### src/mask_density_box_filter_assert.svh
// ---------------------------------------------------------------------------
// Mask density box filter: assertion macros
// Concurrent assertion wrappers; empty when SYNTHESIS is defined.
// ---------------------------------------------------------------------------
`ifndef MASK_DENSITY_BOX_FILTER_ASSERT_SVH
`define MASK_DENSITY_BOX_FILTER_ASSERT_SVH

`ifndef SYNTHESIS
`define MDBF_ASSERT_IMP(lbl, clk, rstn, ante, cons) \
  lbl: assert property (@(posedge clk) disable iff (!rstn) (ante) |-> (cons)) \
    else $error("mdbf assertion failed");
`define MDBF_ASSERT_NXT(lbl, clk, rstn, ante, cons) \
  lbl: assert property (@(posedge clk) disable iff (!rstn) (ante) |=> (cons)) \
    else $error("mdbf assertion failed");
`else
`define MDBF_ASSERT_IMP(lbl, clk, rstn, ante, cons)
`define MDBF_ASSERT_NXT(lbl, clk, rstn, ante, cons)
`endif

`endif

### src/mdbf_pkg.sv
`timescale 1ns / 1ps
// ---------------------------------------------------------------------------
// Mask density box filter: package
// Shared widths, register map, reset values and inter-module structs.
// ---------------------------------------------------------------------------
package mdbf_pkg;

  localparam int MAX_RADIUS = 15;
  localparam int MAX_WIDTH  = 1024;

  localparam int PIX_W    = 8;
  localparam int DENS_W   = 8;
  localparam int POS_W    = 10;
  localparam int ROW_W    = 11;
  localparam int RADIUS_W = 4;
  localparam int LWIDTH_W = 11;
  localparam int SCALE_W  = 24;
  localparam int ADDR_W   = 4;
  localparam int DATA_W   = 32;

  localparam int SCALE_FRAC  = 16;
  localparam int DENSITY_MAX = 255;

  localparam logic [RADIUS_W-1:0] RADIUS_RST = RADIUS_W'(1);
  localparam logic [LWIDTH_W-1:0] LWIDTH_RST = LWIDTH_W'(640);
  localparam logic [SCALE_W-1:0]  SCALE_RST  = SCALE_W'(1856854);

  typedef enum logic [1:0] {
    REG_RADIUS     = 2'd0,
    REG_LINE_WIDTH = 2'd1,
    REG_SCALE      = 2'd2
  } reg_idx_e;

  typedef struct packed {
    logic load;
    logic emit;
    logic use_old;
    logic frame_start;
  } scan_ctrl_t;

  typedef struct packed {
    logic b_valid;
    logic b_emit;
    logic b_adv;
  } accum_stat_t;

endpackage

### src/mdbf_cfg.sv
`timescale 1ns / 1ps
// ---------------------------------------------------------------------------
// Mask density box filter: configuration registers
// APB register file holding radius, line width and scale.
// ---------------------------------------------------------------------------
module mdbf_cfg (
  input  logic                                clk_i,
  input  logic                                rst_ni,
  input  logic                                psel,
  input  logic                                penable,
  input  logic                                pwrite,
  input  logic [mdbf_pkg::ADDR_W-1:0]         paddr,
  input  logic [mdbf_pkg::DATA_W-1:0]         pwdata,
  output logic [mdbf_pkg::DATA_W-1:0]         prdata,
  output logic                                pready,
  output logic [mdbf_pkg::RADIUS_W-1:0]       radius_o,
  output logic [mdbf_pkg::LWIDTH_W-1:0]       line_width_o,
  output logic [mdbf_pkg::SCALE_W-1:0]        scale_o
);

  logic [mdbf_pkg::RADIUS_W-1:0] radius_q;
  logic [mdbf_pkg::LWIDTH_W-1:0] lwidth_q;
  logic [mdbf_pkg::SCALE_W-1:0]  scale_q;
  logic                          wr_en;
  logic [1:0]                    idx;

  assign pready = 1'b1;
  assign wr_en  = psel & penable & pwrite;
  assign idx    = paddr[3:2];

  always_ff @(posedge clk_i or negedge rst_ni) begin
    if (!rst_ni) begin
      radius_q <= mdbf_pkg::RADIUS_RST;
      lwidth_q <= mdbf_pkg::LWIDTH_RST;
      scale_q  <= mdbf_pkg::SCALE_RST;
    end else if (wr_en) begin
      unique case (mdbf_pkg::reg_idx_e'(idx))
        mdbf_pkg::REG_RADIUS:     radius_q <= pwdata[mdbf_pkg::RADIUS_W-1:0];
        mdbf_pkg::REG_LINE_WIDTH: lwidth_q <= pwdata[mdbf_pkg::LWIDTH_W-1:0];
        mdbf_pkg::REG_SCALE:      scale_q  <= pwdata[mdbf_pkg::SCALE_W-1:0];
        default: ;
      endcase
    end
  end

  always_comb begin
    unique case (mdbf_pkg::reg_idx_e'(idx))
      mdbf_pkg::REG_RADIUS:     prdata = mdbf_pkg::DATA_W'(radius_q);
      mdbf_pkg::REG_LINE_WIDTH: prdata = mdbf_pkg::DATA_W'(lwidth_q);
      mdbf_pkg::REG_SCALE:      prdata = mdbf_pkg::DATA_W'(scale_q);
      default:                  prdata = '0;
    endcase
  end

  assign radius_o     = radius_q;
  assign line_width_o = lwidth_q;
  assign scale_o      = scale_q;

endmodule

### config.mk
export PLATFORM = sky130hd
export DESIGN_NAME = mdbf_cfg
export DESIGN_NICKNAME = d
export VERILOG_FILES = /design/src/mask_density_box_filter_assert.svh /design/src/mdbf_pkg.sv /design/src/mdbf_cfg.sv
export SDC_FILE = /design/constraint.sdc
export NUM_CORES = 1
export LEC_CHECK = 0
export BUFFER_PORTS_ARGS = -buffer_cell sky130_fd_sc_hd__buf_2
export CORE_MARGIN = 1.5
export CORE_UTILIZATION = 40
export CTS_BUF_LIST = sky130_fd_sc_hd__clkbuf_4
export DETAILED_ROUTE_END_ITERATION = 8
export PLACE_DENSITY = 0.81
export SLEW_MARGIN = 20
export SYNTH_ARGS = -nofsm -noshare
export SYNTH_HDL_FRONTEND = slang
export SYNTH_SLANG_ARGS = --single-unit
### constraint.sdc
create_clock -name clk_i -period 2.6 [get_ports clk_i]
set_input_delay 0.78 -clock clk_i [delete_from_list [all_inputs] [get_ports clk_i]]
set_output_delay 0.78 -clock clk_i [all_outputs]
set_load 0.02 [all_outputs]
## After elaboration in Yosys (flattened, before gate mapping)

Cells that the tools add are included.

| operators by class | value |
|---|---|
| $mul | 0 |
| divide/modulo/power cells | 0 |
| bitwise logic cells | 2 |
| reduce and logical (&&, ||, !) cells | 4 |
| mux-type cells | 1 |
| $add $sub $neg | 0 |
| shift-type cells | 0 |
| eq/ne operators | 2 |
| order comparisons | 0 |

Operators with widths:

| kind | number |
|---|---|
| one-hot mux 24 bit (3 select lines) | 1 |
| AND reduction 2 bit | 3 |
| AND 1 bit | 2 |
| == test 2 x 1 -> 1 bit (second input constant) | 1 |
| == test 2 bit (second input constant) | 1 |
| zero test 2 bit | 1 |

| word-level totals | value |
|---|---|
| RAM bits | 0 |
| bits in registers | 39 |
| memories | 0 |
| bits of input ports | 41 |
| output and inout port bits | 72 |
| ROM bits | 0 |
| logic and storage cells | 12 |
| bits in latches | 0 |

## Logic depth before layout (Yosys ltp)

| depth | value |
|---|---|
| depth after elaboration | 3 |
| gate-level depth with buffers | 5 |
| gate-level depth less buffers | 3 |

## Least setup slack after synthesis

Ideal clock, no wire load.

| timing | value |
|---|---|
| path kind | input to output |
| from | input port paddr[2] in the netlist's numbering |
| to | output port prdata[0] in the netlist's numbering |
| arrival | 1718 ps |
| slack | 102 ps |
| stages on the path | 5 |
| data required time | 1820 ps |
| path buffers | 2 |
| path through | buf_6 -> nor2b_1 -> clkbuf_1 -> nand2_1 -> o21ai_0 |

| on the way | value |
|---|---|
| longest elaborated chain between the ends | 2 |
| elaborated cells on any way between the ends | 4 |
| classes of those cells | eq/ne: 2; mux: 1; reduce/logical: 1 |

Ends and longest elaborated chain:

| what | RTL line | text |
|---|---|---|
| from (decl) | mdbf_cfg.sv:12 | `input logic [mdbf_pkg::ADDR_W-1:0] paddr,` |
| == test 2 bit (tied with other cells) | mdbf_cfg.sv:47 | `unique case (mdbf_pkg::reg_idx_e'(idx))` |
| one-hot mux 24 bit (3 select lines) * | mdbf_cfg.sv:47 |  |
| to (decl) | mdbf_cfg.sv:14 | `output logic [mdbf_pkg::DATA_W-1:0] prdata,` |

Every way passes the cells marked *; elsewhere a longest branch is shown, timed or not.

## Worst setup path after layout

| timing | value |
|---|---|
| from | input port paddr[3] in the netlist's numbering |
| to | output port prdata[0] in the netlist's numbering |

The elaborated chain is that of the path after synthesis.

==> impl_metrics.yaml <==
pwr:
  power.leakage_nw: 1.31
  clkPwrFrac_pct: 20.1
  p_int_mw: 1.28
  peakVddDrop_v: 0.000490
  switching_share_pct: 35.6
  power_mw: 1.99
  power_frac_comb_pct: 35.3
  power.switching_uw: 709
  powerDensity_mw_per_mm2: 811
  seqPwrFrac_pct: 44.7
die:
  fp.dieH_um: 71.3
  core_area_mm2: 0.00441
  dieArea_mm2: 0.00509
  rows: 24
  io_pins: 113
  die_w_um: 71.3
  initial_core_util_pct: 42.3
grt:
  antenna_found_initial: 0
  grt_pass1_vias: 1360
  grt_pass1_wl_um: 6650
  grt_usage_pct: 17.1
  grt_max_degree: 40
  gr-total-overflow: 0
synth:
  synth_top_family_by_area: "multiplexers"
  yosys.area_share.simple_pct: 8.11
  synth-compound-area-share_pct: 4.36
  synth_xor_area_share_pct: 0
  syn-instance-count: 134
  postSynthAreaPerCell_um2: 13.9
  synthMuxAreaShare_pct: 27.7
  ys_types: 18
  yosysSeqAreaShare_pct: 53.2
  netlist_area_mm2: 0.00187
  synthAdderAreaFrac_pct: 0
  ys_ff_latch: 39
  synth_warnings: 0
detailed_routing:
  drtPass1Iterations: 3
  wl_per_cell_um: 14.3
  vias_per_cell: 4.83
  num_vias: 1391
  drt_iter0_markers: 33
  detail_route.wirelength_um: 4110
  ant_nets: 0
  drc: 0
worst_setup_path:
  path_class: "in2out"
  r2r_end: "line_width_o[1]"
  reg2reg_from: "line_width_o[1]"
  ff2ff_setup_slack_ns: 1.80
  crit_required_ns: 1.82
  cp.arrival_ns: 1.67
  cp-start-kind: "input port"
  cp_max_fo: 17
  reg2regPathDepth: 1
  end_kind: "primary output"
sta:
  clock_skew_ns: 0
  fin_setup_tns_ns: 0
  slew_headroom_pct: 42.9
  setup_viol: 0
  fin_crit_sh_pct: 94.1
  finalHoldViolCount: 0
  report.final.slew_viol_count: 0
  grt_setup_unrepaired: "false"
  max_freq_ghz: 0.409
  tightest_slew_ns: 0.857
  fin_crit_ns: 2.45
cts:
  cts_made_buffers: 5
  cts_root_buf: "clkbuf_4"
  htreeDepth: 2
  cts-resized-gates: 0
  clk_pin_slew_ns: 0.13
  clock_latency_ns: 0.34
  post_cts_buffers: 0
  cts.sinks: 39
  cts_hold_buffers: 0
  cts_tree: "yes"
  clock_path_buffers: 2
run:
  cap_violations: 0
hold_path:
  hp-class: "in2async"
cells_and_area:
  utilization_pct: 55.7
  final_area_mm2: 0.00246
  antenna_cells: 0
  drive_above_1_share_pct: 69.9
  layout_commonest_cell: "buf_2"
  nets: 276
  register_area_um2: 993
  multiInputGateArea_um2: 783
  areaGrowthSynthToFinish_pct: 31.7
  mostFrequentLayoutCells: "93 x buf_2, 29 x mux2_2, 25 x dfrtp_1"
  fillCellCount: 383
placement:
  place_area_mm2: 0.00238
  portBuffers: 93
  hpwlAfterDp_um: 3140
  gp_congestion: 0.754
status:
  run_status: "finished clean"
-- power by group through the flow --
stage / clock [mW] / sequential, mW / combinational, mW
final: 0.400 / 0.891 / 0.703
after global routing: 0.447 / 0.915 / 0.748
after CTS: 0.412 / 0.894 / 0.711
after detailed placement: 0 / 0.903 / 0.712
after global placement: 0 / 0.895 / 0.698
after floorplan: 0 / 1.07 / 0.285
-- flip-flops by register name, summed over array words and instances (netlist names) --
name          cells
line_width_o     11
scale_o          24
radius_o          4
-- synthesized netlist by cell type, drive strengths merged --
| cell | instances | area, um2 |
|---|---|---|
| nor2b | 2 | 12.5 |
| buf | 13 | 105 |
| dfrtp | 25 | 626 |
| mux2i | 4 | 40.0 |
| nand3 | 1 | 10.0 |
| conb | 2 | 7.51 |
| dfstp | 14 | 368 |
| nor3 | 1 | 5.00 |
| a22o | 7 | 61.3 |
| clkbuf | 3 | 11.3 |
| and2 | 13 | 81.3 |
| nor3b | 1 | 18.8 |
| or3b | 1 | 8.76 |
| mux2 | 39 | 477 |
| nand2 | 4 | 15.0 |
| o21ai | 4 | 20.0 |
-- worst max-delay path by stage --
| stage | end | slack (ns) | from |
|---|---|---|---|
| finish | prdata[0] | 0.15 | paddr[3] |
| global route | prdata[3] | 0.006 | paddr[3] |
| CTS | prdata[2] | 0.14 | paddr[3] |
| detailed placement | prdata[2] | 0.14 | paddr[3] |
| global placement | prdata[1] | 0.15 | paddr[3] |
| floorplan | prdata[0] | 0.10 | paddr[2] |
-- cell families (layout without fill, tap and decap cells) --
kind of cell	after synthesis	after routing
mux	43	43
flops	39	39
simple gates	23	23
buf+inv	16	111
compound gates	11	11
other cells	2	9
-- stage by stage --
stage / hold slack (ns) / setup WS (ns) / cells
floorplan: 0.484 / 0.102 / 141
global placement: 0.504 / 0.154 / 280
detailed placement: 0.511 / 0.145 / 280
CTS: 0.542 / 0.142 / 288
global route: 0.564 / 0.00646 / 288
finish: 0.520 / 0.154 / 288
-- area by class of cell --
type,instances,share of cell area (%)
Timing Repair Buffer,103,22.0
Sequential cell,39,40.4
Multi-Input combinational cell,86,31.9
Clock inverter,3,1.58
Tap cell,52,2.65
Clock buffer,5,1.53
-- per-layer routing --
metal	share of wire [%]	track usage, %	vias up
met1	42	21.0	666
met2	50	28.9	65
li1	-	-	653
met4	1.3	6.92	0
met5	0	0	-
met3	6.4	3.94	7
-- critical path, cell delays in order --
cell and delay (ns):
buf_2 0.16, nor2b_1 0.18, buf_4 0.22, nand2_1 0.07, o21ai_0 0.06, buf_2 0.18
Note: power is estimated with default switching activity, not from simulation.
