[src/mask_density_box_filter_assert.svh]
// ---------------------------------------------------------------------------
// Mask density box filter: assertion macros
// Concurrent assertion wrappers; empty when SYNTHESIS is defined.
// ---------------------------------------------------------------------------
`ifndef MASK_DENSITY_BOX_FILTER_ASSERT_SVH
`define MASK_DENSITY_BOX_FILTER_ASSERT_SVH

`ifndef SYNTHESIS
`define MDBF_ASSERT_IMP(lbl, clk, rstn, ante, cons) \
  lbl: assert property (@(posedge clk) disable iff (!rstn) (ante) |-> (cons)) \
    else $error("mdbf assertion failed");
`define MDBF_ASSERT_NXT(lbl, clk, rstn, ante, cons) \
  lbl: assert property (@(posedge clk) disable iff (!rstn) (ante) |=> (cons)) \
    else $error("mdbf assertion failed");
`else
`define MDBF_ASSERT_IMP(lbl, clk, rstn, ante, cons)
`define MDBF_ASSERT_NXT(lbl, clk, rstn, ante, cons)
`endif

`endif

[src/mdbf_pkg.sv]
`timescale 1ns / 1ps
// ---------------------------------------------------------------------------
// Mask density box filter: package
// Shared widths, register map, reset values and inter-module structs.
// ---------------------------------------------------------------------------
package mdbf_pkg;

  localparam int MAX_RADIUS = 15;
  localparam int MAX_WIDTH  = 1024;

  localparam int PIX_W    = 8;
  localparam int DENS_W   = 8;
  localparam int POS_W    = 10;
  localparam int ROW_W    = 11;
  localparam int RADIUS_W = 4;
  localparam int LWIDTH_W = 11;
  localparam int SCALE_W  = 24;
  localparam int ADDR_W   = 4;
  localparam int DATA_W   = 32;

  localparam int SCALE_FRAC  = 16;
  localparam int DENSITY_MAX = 255;

  localparam logic [RADIUS_W-1:0] RADIUS_RST = RADIUS_W'(1);
  localparam logic [LWIDTH_W-1:0] LWIDTH_RST = LWIDTH_W'(640);
  localparam logic [SCALE_W-1:0]  SCALE_RST  = SCALE_W'(1856854);

  typedef enum logic [1:0] {
    REG_RADIUS     = 2'd0,
    REG_LINE_WIDTH = 2'd1,
    REG_SCALE      = 2'd2
  } reg_idx_e;

  typedef struct packed {
    logic load;
    logic emit;
    logic use_old;
    logic frame_start;
  } scan_ctrl_t;

  typedef struct packed {
    logic b_valid;
    logic b_emit;
    logic b_adv;
  } accum_stat_t;

endpackage

[src/mdbf_scan.sv]
`timescale 1ns / 1ps
// ---------------------------------------------------------------------------
// Mask density box filter: raster scan front end
// Tracks row, column and line slot, keeps the horizontal running sum
// and derives line store addresses for each accepted pixel.
// ---------------------------------------------------------------------------
module mdbf_scan #(
  parameter int MAX_RADIUS = mdbf_pkg::MAX_RADIUS,
  parameter int MAX_WIDTH  = mdbf_pkg::MAX_WIDTH
) (
  input  logic                                   clk_i,
  input  logic                                   rst_ni,
  input  logic                                   accept_i,
  input  logic [mdbf_pkg::PIX_W-1:0]             mask_pixel_i,
  input  logic                                   is_padding_i,
  input  logic                                   frame_start_i,
  input  logic [mdbf_pkg::RADIUS_W-1:0]          radius_i,
  input  logic [mdbf_pkg::LWIDTH_W-1:0]          line_width_i,
  output mdbf_pkg::scan_ctrl_t                   ctrl_o,
  output logic                                   pix_o,
  output logic                                   centre_we_o,
  output logic [$clog2(MAX_WIDTH)-1:0]           x_o,
  output logic [$clog2(MAX_WIDTH)-1:0]           col_o,
  output logic [$clog2(2*MAX_RADIUS+1)-1:0]      slot_o,
  output logic [$clog2(2*MAX_RADIUS+1)-1:0]      cslot_o,
  output logic [$clog2(2*MAX_RADIUS+2)-1:0]      hsum_o,
  output logic [mdbf_pkg::POS_W-1:0]             out_row_o,
  output logic [mdbf_pkg::POS_W-1:0]             out_col_o
);

  localparam int WIN_MAX = 2 * MAX_RADIUS + 1;
  localparam int RW      = $clog2(MAX_RADIUS + 1);
  localparam int WW      = $clog2(MAX_WIDTH + 1);
  localparam int CW      = $clog2(MAX_WIDTH);
  localparam int XW      = $clog2(MAX_WIDTH + MAX_RADIUS + 1);
  localparam int SW      = $clog2(WIN_MAX);
  localparam int WNW     = $clog2(WIN_MAX + 1);
  localparam int HW      = $clog2(WIN_MAX + 1);
  localparam int ROW_W   = mdbf_pkg::ROW_W;

  logic [XW-1:0]      col_q;
  logic [ROW_W-1:0]   row_q;
  logic [SW-1:0]      slot_q;
  logic [HW-1:0]      hsum_q;
  logic [WIN_MAX-1:0] dly_q;

  logic [RW-1:0]      r_eff;
  logic [WW-1:0]      w_eff;
  logic [WNW-1:0]     win;
  logic [XW-1:0]      col_b;
  logic [ROW_W-1:0]   row_b;
  logic [SW-1:0]      slot_b;
  logic [HW-1:0]      hsum_b;
  logic [WIN_MAX-1:0] dly_b;
  logic               pix;
  logic               leaving;
  logic [HW-1:0]      hsum_n;
  logic [XW-1:0]      c_full;
  logic               past_r;

  always_comb begin
    if (radius_i == '0) begin
      r_eff = RW'(1);
    end else if (32'(radius_i) > MAX_RADIUS) begin
      r_eff = RW'(MAX_RADIUS);
    end else begin
      r_eff = RW'(radius_i);
    end
    if (line_width_i == '0) begin
      w_eff = WW'(1);
    end else if (32'(line_width_i) > MAX_WIDTH) begin
      w_eff = WW'(MAX_WIDTH);
    end else begin
      w_eff = WW'(line_width_i);
    end
    win = WNW'({1'b0, r_eff, 1'b1});

    col_b  = col_q;
    row_b  = row_q;
    slot_b = slot_q;
    hsum_b = hsum_q;
    dly_b  = dly_q;
    if (frame_start_i) begin
      col_b  = '0;
      row_b  = '0;
      slot_b = '0;
      hsum_b = '0;
      dly_b  = '0;
    end else if (32'(col_q) >= 32'(w_eff) + 32'(r_eff)) begin
      col_b  = '0;
      row_b  = row_q + ROW_W'(1);
      slot_b = slot_q + SW'(1);
      hsum_b = '0;
      dly_b  = '0;
    end
    if (32'(slot_b) >= 32'(win)) begin
      slot_b = '0;
    end

    pix     = (mask_pixel_i != '0) && !is_padding_i;
    leaving = dly_b[SW'({r_eff, 1'b0})];
    hsum_n  = hsum_b + HW'(pix) - HW'(leaving);

    past_r = 32'(col_b) >= 32'(r_eff);
    c_full = col_b - XW'(r_eff);

    ctrl_o.load        = past_r && (32'(c_full) < 32'(w_eff));
    ctrl_o.emit        = 32'(row_b) >= 32'(r_eff);
    ctrl_o.use_old     = 32'(row_b) >= 32'(win);
    ctrl_o.frame_start = frame_start_i;

    if (32'(slot_b) >= 32'(r_eff)) begin
      cslot_o = SW'(32'(slot_b) - 32'(r_eff));
    end else begin
      cslot_o = SW'(32'(slot_b) + 32'(win) - 32'(r_eff));
    end
  end

  assign pix_o       = pix;
  assign centre_we_o = 32'(col_b) < 32'(w_eff);
  assign x_o         = col_b[CW-1:0];
  assign col_o       = c_full[CW-1:0];
  assign slot_o      = slot_b;
  assign hsum_o      = hsum_n;
  assign out_row_o   = mdbf_pkg::POS_W'(row_b - ROW_W'(r_eff));
  assign out_col_o   = mdbf_pkg::POS_W'(c_full);

  always_ff @(posedge clk_i or negedge rst_ni) begin
    if (!rst_ni) begin
      col_q  <= '0;
      row_q  <= '0;
      slot_q <= '0;
      hsum_q <= '0;
      dly_q  <= '0;
    end else if (accept_i) begin
      col_q  <= col_b + XW'(1);
      row_q  <= row_b;
      slot_q <= slot_b;
      hsum_q <= hsum_n;
      dly_q  <= {dly_b[WIN_MAX-2:0], pix};
    end
  end

endmodule

[config.mk]
export PLATFORM = sky130hd
export DESIGN_NAME = mdbf_scan
export DESIGN_NICKNAME = d
export VERILOG_FILES = /design/src/mask_density_box_filter_assert.svh /design/src/mdbf_pkg.sv /design/src/mdbf_scan.sv
export SDC_FILE = /design/constraint.sdc
export NUM_CORES = 1
export LEC_CHECK = 0
export ABC_CLOCK_PERIOD_IN_PS = 7900
export CELL_PAD_IN_SITES_DETAIL_PLACEMENT = 1
export CELL_PAD_IN_SITES_GLOBAL_PLACEMENT = 2
export CORE_MARGIN = 2
export CORE_UTILIZATION = 36
export CTS_CLUSTER_SIZE = 8
export DETAILED_ROUTE_END_ITERATION = 10
export DONT_BUFFER_PORTS = 1
export PLACE_DENSITY_LB_ADDON = 0.15
export SLEW_MARGIN = 20
export SYNTH_ARGS = -nofsm -noshare
export SYNTH_HDL_FRONTEND = slang
export SYNTH_SLANG_ARGS = --single-unit
[constraint.sdc]
create_clock -name clk_i -period 7.9 [get_ports clk_i]
set_input_delay 0.79 -clock clk_i [delete_from_list [all_inputs] [get_ports clk_i]]
set_output_delay 0.79 -clock clk_i [all_outputs]
set_load 0.05 [all_outputs]
## Word-level counts from Yosys, hierarchy flattened

Index checks and enable logic that the tools add are counted.
Widths: inputs -> output; s select.

| operators by class | value |
|---|---|
| add/subtract/negate cells | 11 |
| $lt $le $gt $ge | 10 |
| multiplexer cells | 17 |
| reductions and logical operators | 6 |

Operators by type and width:

| kind | count |
|---|---|
| $mux 11 | 6 |
| $mux 31 | 2 |
| $mux 5 | 6 |
| $add 11x1->11 const B | 2 |
| $ge 11x4->1 | 2 |
| $lt 11x11->1 | 2 |
| $add 11x4->12 | 1 |
| $ge 11x12->1 | 1 |
| $ge 11x5->1 | 1 |
| $gt 11x11->1 const B | 1 |
| $logic_not 11->1 | 1 |
| $sub 11x4->11 | 1 |
| $sub 10x4->10 | 1 |
| $sub 5x4->5 | 2 |
| $reduce_bool 8->1 | 1 |
| $lt 5x6->1 const B | 1 |
| $add 5x1->5 | 1 |
| $add 5x1->5 const B | 1 |
| $add 5x5->5 | 1 |
| $ge 5x4->1 | 1 |
| $ge 5x5->1 | 1 |
| $sub 5x1->5 | 1 |
| $bmux 1 s4 | 1 |
| $logic_not 4->1 | 1 |
| other kinds (4) | 5 |

| word-level totals | value |
|---|---|
| flip-flop bits (word level) | 63 |
| input bits | 28 |
| output and inout bits | 61 |
| logic and storage cells | 49 |

## Longest topological paths before layout

| logic depth | value |
|---|---|
| word-level depth | 12 |
| depth in mapped cells | 37 |
| mapped depth without buffers | 35 |

## Worst setup path before layout

OpenSTA, ideal clock, no wires.

| timing | value |
|---|---|
| path type | input port to output port |
| start | in radius_i[3] in the netlist's numbering |
| end | out ctrl_o[3] in the netlist's numbering |
| arrival time | 9.334 ns |
| data required time | 7.110 ns |
| slack | -2.224 ns |
| stages | 31 |
| buffers on the path | 3 |
| cell sequence | clkbuf_1 > nor3_1 > or2_2 > clkbuf_1 > ha_1 > a21o_1 > a21oi_1 > nor2b_1 > o21ai_0 > nor2_1 > and3_1 > xor2_1 > nand2_1 > ha_1 > nand3_1 > nor3_1 > o221a_2 > nor3_1 > clkbuf_1 > and2_1 > fa_1 > maj3_1 > a21oi_2 > a21oi_1 > a311oi_1 > ha_1 > a21oi_1 > nor2b_1 > o21ai_0 > a31oi_1 > a311oi_1 |

RTL lines:

| element | RTL line | text |
|---|---|---|
| start: declaration | mdbf_scan.sv:17 | `input logic [mdbf_pkg::RADIUS_W-1:0] radius_i,` |
| end: declaration | mdbf_scan.sv:19 | `output mdbf_pkg::scan_ctrl_t ctrl_o,` |

## Final worst setup path

| timing | value |
|---|---|
| start | in line_width_i[9] in the netlist's numbering |
| end | out cslot_o[4] |

| on the way | value |
|---|---|
| longest elaborated chain between the ends | 12 |
| elaborated cells on any way between the ends | 15 |
| classes of those cells | add/sub (4); order compare (4); mux (6); reduce/logical (1) |

Ends and longest elaborated chain:

| element | RTL line | text |
|---|---|---|
| start: declaration | mdbf_scan.sv:18 | `input logic [mdbf_pkg::LWIDTH_W-1:0] line_width_i,` |
| $gt 11x11->1 | mdbf_scan.sv:71 | `end else if (32'(line_width_i) > MAX_WIDTH) begin` |
| $mux 11 | mdbf_scan.sv:71 |  |
| $mux 11 (*) | mdbf_scan.sv:69 | `if (line_width_i == '0) begin` |
| $add 11x4->12 (*) | mdbf_scan.sv:89 | `end else if (32'(col_q) >= 32'(w_eff) + 32'(r_eff)) begin` |
| $ge 11x12->1 (*) | mdbf_scan.sv:89 |  |
| $mux 5 (*) | mdbf_scan.sv:89 |  |
| $mux 5 (*) | mdbf_scan.sv:83 | `if (frame_start_i) begin` |
| $ge 5x5->1 | mdbf_scan.sv:96 | `if (32'(slot_b) >= 32'(win)) begin` |
| $mux 5 (*) | mdbf_scan.sv:96 |  |
| $add 5x5->5 | mdbf_scan.sv:115 | `cslot_o = SW'(32'(slot_b) + 32'(win) - 32'(r_eff));` |
| $sub 5x4->5 | mdbf_scan.sv:115 |  |
| $mux 5 (*) | mdbf_scan.sv:112 | `if (32'(slot_b) >= 32'(r_eff)) begin` |
| end: declaration | mdbf_scan.sv:25 | `output logic [$clog2(2*MAX_RADIUS+1)-1:0] cslot_o,` |

Every way passes the cells marked *; elsewhere a longest branch is shown, timed or not.

==> metrics.txt <==
Setup violations, final 0; Die Y 132 um; GRT Resource Usage Total 19.2%; Post-Syn Area 0.00589 mm2; site row count 46; worst-path maximum fanout 8; MaxCap Viol Count 0; layout cells sized above 1 25.3%; Req. time, crit path 7.11 ns; Pleak 3.31 nW; commonest non-fill, non-tap cell in the layout dfrtp_1; CORE AREA 0.0159 mm2; final setup skew 0.00658 ns; dominant synthesized flop cell dfrtp_1; crit path kind in2out; drt pass-1 iters 4; Initial Utilization 36.9%; number of synthesized register bits 63; CP Launch Type primary input; synthesized instance count 679; hpwl dp 12700 um; Ant. Diodes 0; global-route wire length before repair 27100 um; P_sw 0.000595 W; Via Count 5005; Post-Syn Nets 782; pins over their slew limit 0; number of synthesized flops with an enable pin 0; vias in the first global route 5171; PwrDens 194 mW/mm2; post-layout min period 7.87 ns; Syn Area/Cell 8.67 um2; CTS root buf clkbuf_16; Ys Warns 0; # clock sinks 63; Final Hold Viols 0; switch share 41.9%; Fin Setup TNS 0 ns; Max transition margin 26.4%; Tcrit/Tclk final 99.6%; initial antenna violation count 0; latest clock arrival within the worst-skew pair 0.33 ns; Slew @ Worst Pin 1.10 ns; RSZ-0062 raised after global routing true; Congestion Overflow GR 0; DR DRC count 0; chip width 132 um; H-tree depth 3; 1st-iter DRT viols 227; CTS tree yes; Reg clk slew, reported paths 0.06 ns; post-synthesis sequential area ratio 26.8%; Worst path max stage delay 0.36 ns; Sequential Power Share 25.6%; buffer depth of the longest clock path 2; Clock Power Share 28.4%; asr flop ratio synth 100%; final WL 16800 um; Final Wtd Congestion 0.853; post-layout util 45.7%; synth unique cells 59; Logic pwr share 46.0%; VDD IR max 0.000313 V; Int Pwr 0.000823 W; pin count of the biggest net entering global routing 104; CP most frequent cell a21o_1; status complete, no violations; CP Capture Type primary output; crit path max-delay cell type fa_2; vias per cell 5.37; Area Growth Syn to Fin 23.8%; CP Data Arrival Time 7.08 ns; commonest cells after routing, fill and taps aside dfrtp_1, inv_1, ha_1; Final Power 0.00142 W; total CTS buffers 9; Worst Hold Class in2async; Final ANT Viol Nets 0; detailed-route wire length per cell 18.1 um; Max Fclk 127 MHz; IO Port Bufs 0; die area 0.0174 mm2; I/O Pins 89; CTS Hold Bufs 0; fin nets 814
Yosys cell counts (5+ instances only):
| master | number | area (um2) |
|---|---|---|
| fa_1 | 8 | 160 |
| nor3_2 | 5 | 50.1 |
| mux2_2 | 21 | 236 |
| buf_1 | 7 | 26.3 |
| xor2_1 | 23 | 201 |
| and2_1 | 8 | 50.1 |
| a21oi_1 | 28 | 140 |
| ha_1 | 67 | 838 |
| inv_1 | 64 | 240 |
| nor2b_1 | 7 | 43.8 |
| dfrtp_1 | 63 | 1580 |
| nand3_1 | 51 | 255 |
| a211oi_1 | 11 | 82.6 |
| xnor2_1 | 20 | 175 |
| nor2_1 | 35 | 131 |
| nor3_1 | 8 | 40.0 |
| nand4_1 | 7 | 43.8 |
| a21o_1 | 20 | 150 |
| nand2_1 | 49 | 184 |
| clkbuf_1 | 21 | 78.8 |
| nand2b_1 | 8 | 50.1 |
| buf_4 | 12 | 90.1 |
| o21ai_0 | 56 | 280 |
| and3_1 | 8 | 50.1 |
| mux2i_1 | 13 | 130 |
layer usage:
layer	wire (um)	part of all wire (%)	GRT usage (%)	vias to the layer above
met5	0	0	0	-
met4	168	1.0	4.71	0
met3	567	3.4	3.23	12
met2	8360	50	33.4	79
met1	7750	46	24.9	2483
li1	-	-	-	2431
worst paths after layout:
kind,startpoint,to,slack [ns],depth (start not counted)
max,line_width_i[9],cslot_o[4],0.03,36
min,rst_ni,dly_q[25],0.15,0
max reg2reg,col_q[8],hsum_q[4],3.66,17
min reg2reg,dly_q[3],dly_q[4],0.50,2
max in group asynchronous,rst_ni,slot_q[4],7.64,0
min in group clk_i,dly_q[3],dly_q[4],0.50,2
registers in the layout, indices dropped and copies added (netlist names):
name,count
col_q,11
dly_q,31
hsum_q,5
row_q,11
slot_q,5
critical path, delay by kind of cell:
| family | cells | cell delay [ns] |
|---|---|---|
| buffers and inverters | 4 | 0.32 |
| AND/OR/NAND/NOR | 13 | 2.09 |
| AO/OA/AOI/OAI | 8 | 1.27 |
| multiplexers | 2 | 0.35 |
| adder cells (fa/ha/maj) | 6 | 1.77 |
| XOR/XNOR | 3 | 0.45 |
cell type report:
cell class                      instances  area, um2
Clock buffer                           10        239
Multi-Input combinational cell        508       4330
Sequential cell                        63       1580
Timing Repair Buffer                   63        556
Fill cell                            1851       8650
Inverter                               66        250
Clock inverter                          6       68.8
Tap cell                              216        270
power by group through the flow:
| stage | sequential (W) | combinational [W] | clock [W] |
|---|---|---|---|
| 2_1_floorplan | 0.000362 | 0.000515 | 0 |
| 3_3_place_gp | 0.000367 | 0.000621 | 0 |
| 3_5_place_dp | 0.000368 | 0.000642 | 0 |
| 4_1_cts | 0.000362 | 0.000648 | 0.000414 |
| 5_1_grt | 0.000364 | 0.000700 | 0.000429 |
| 6_report | 0.000362 | 0.000653 | 0.000403 |
timing repair:
item / CTS / global route
resized for setup: 6 / 21
endpoints found under the setup margin: 6 / 6
buffers inserted: 5 / 9
pin swaps: 8 / 23
cell families after synthesis:
group	Yosys count	share of synthesized area, %
mux	38	7.50
compound gates	139	15.3
flops	63	26.8
xor+xnor	44	6.86
buf+inv	108	7.80
fa+ha+maj	78	17.5
simple gates	209	18.3
per-stage QoR:
step | hold WS (ns) | std cells | cell area, um2 | worst slack (ns)
after floorplan | 0.469 | 679 | 6230 | -0.000147
after global placement | 0.480 | 902 | 6740 | 0.0984
after detailed placement | 0.488 | 902 | 6750 | -0.153
after CTS | 0.141 | 923 | 7120 | 0.00134
after global routing | 0.137 | 932 | 7290 | -0.272
final | 0.154 | 932 | 7290 | 0.0327
(Power assumes the default switching activity.)
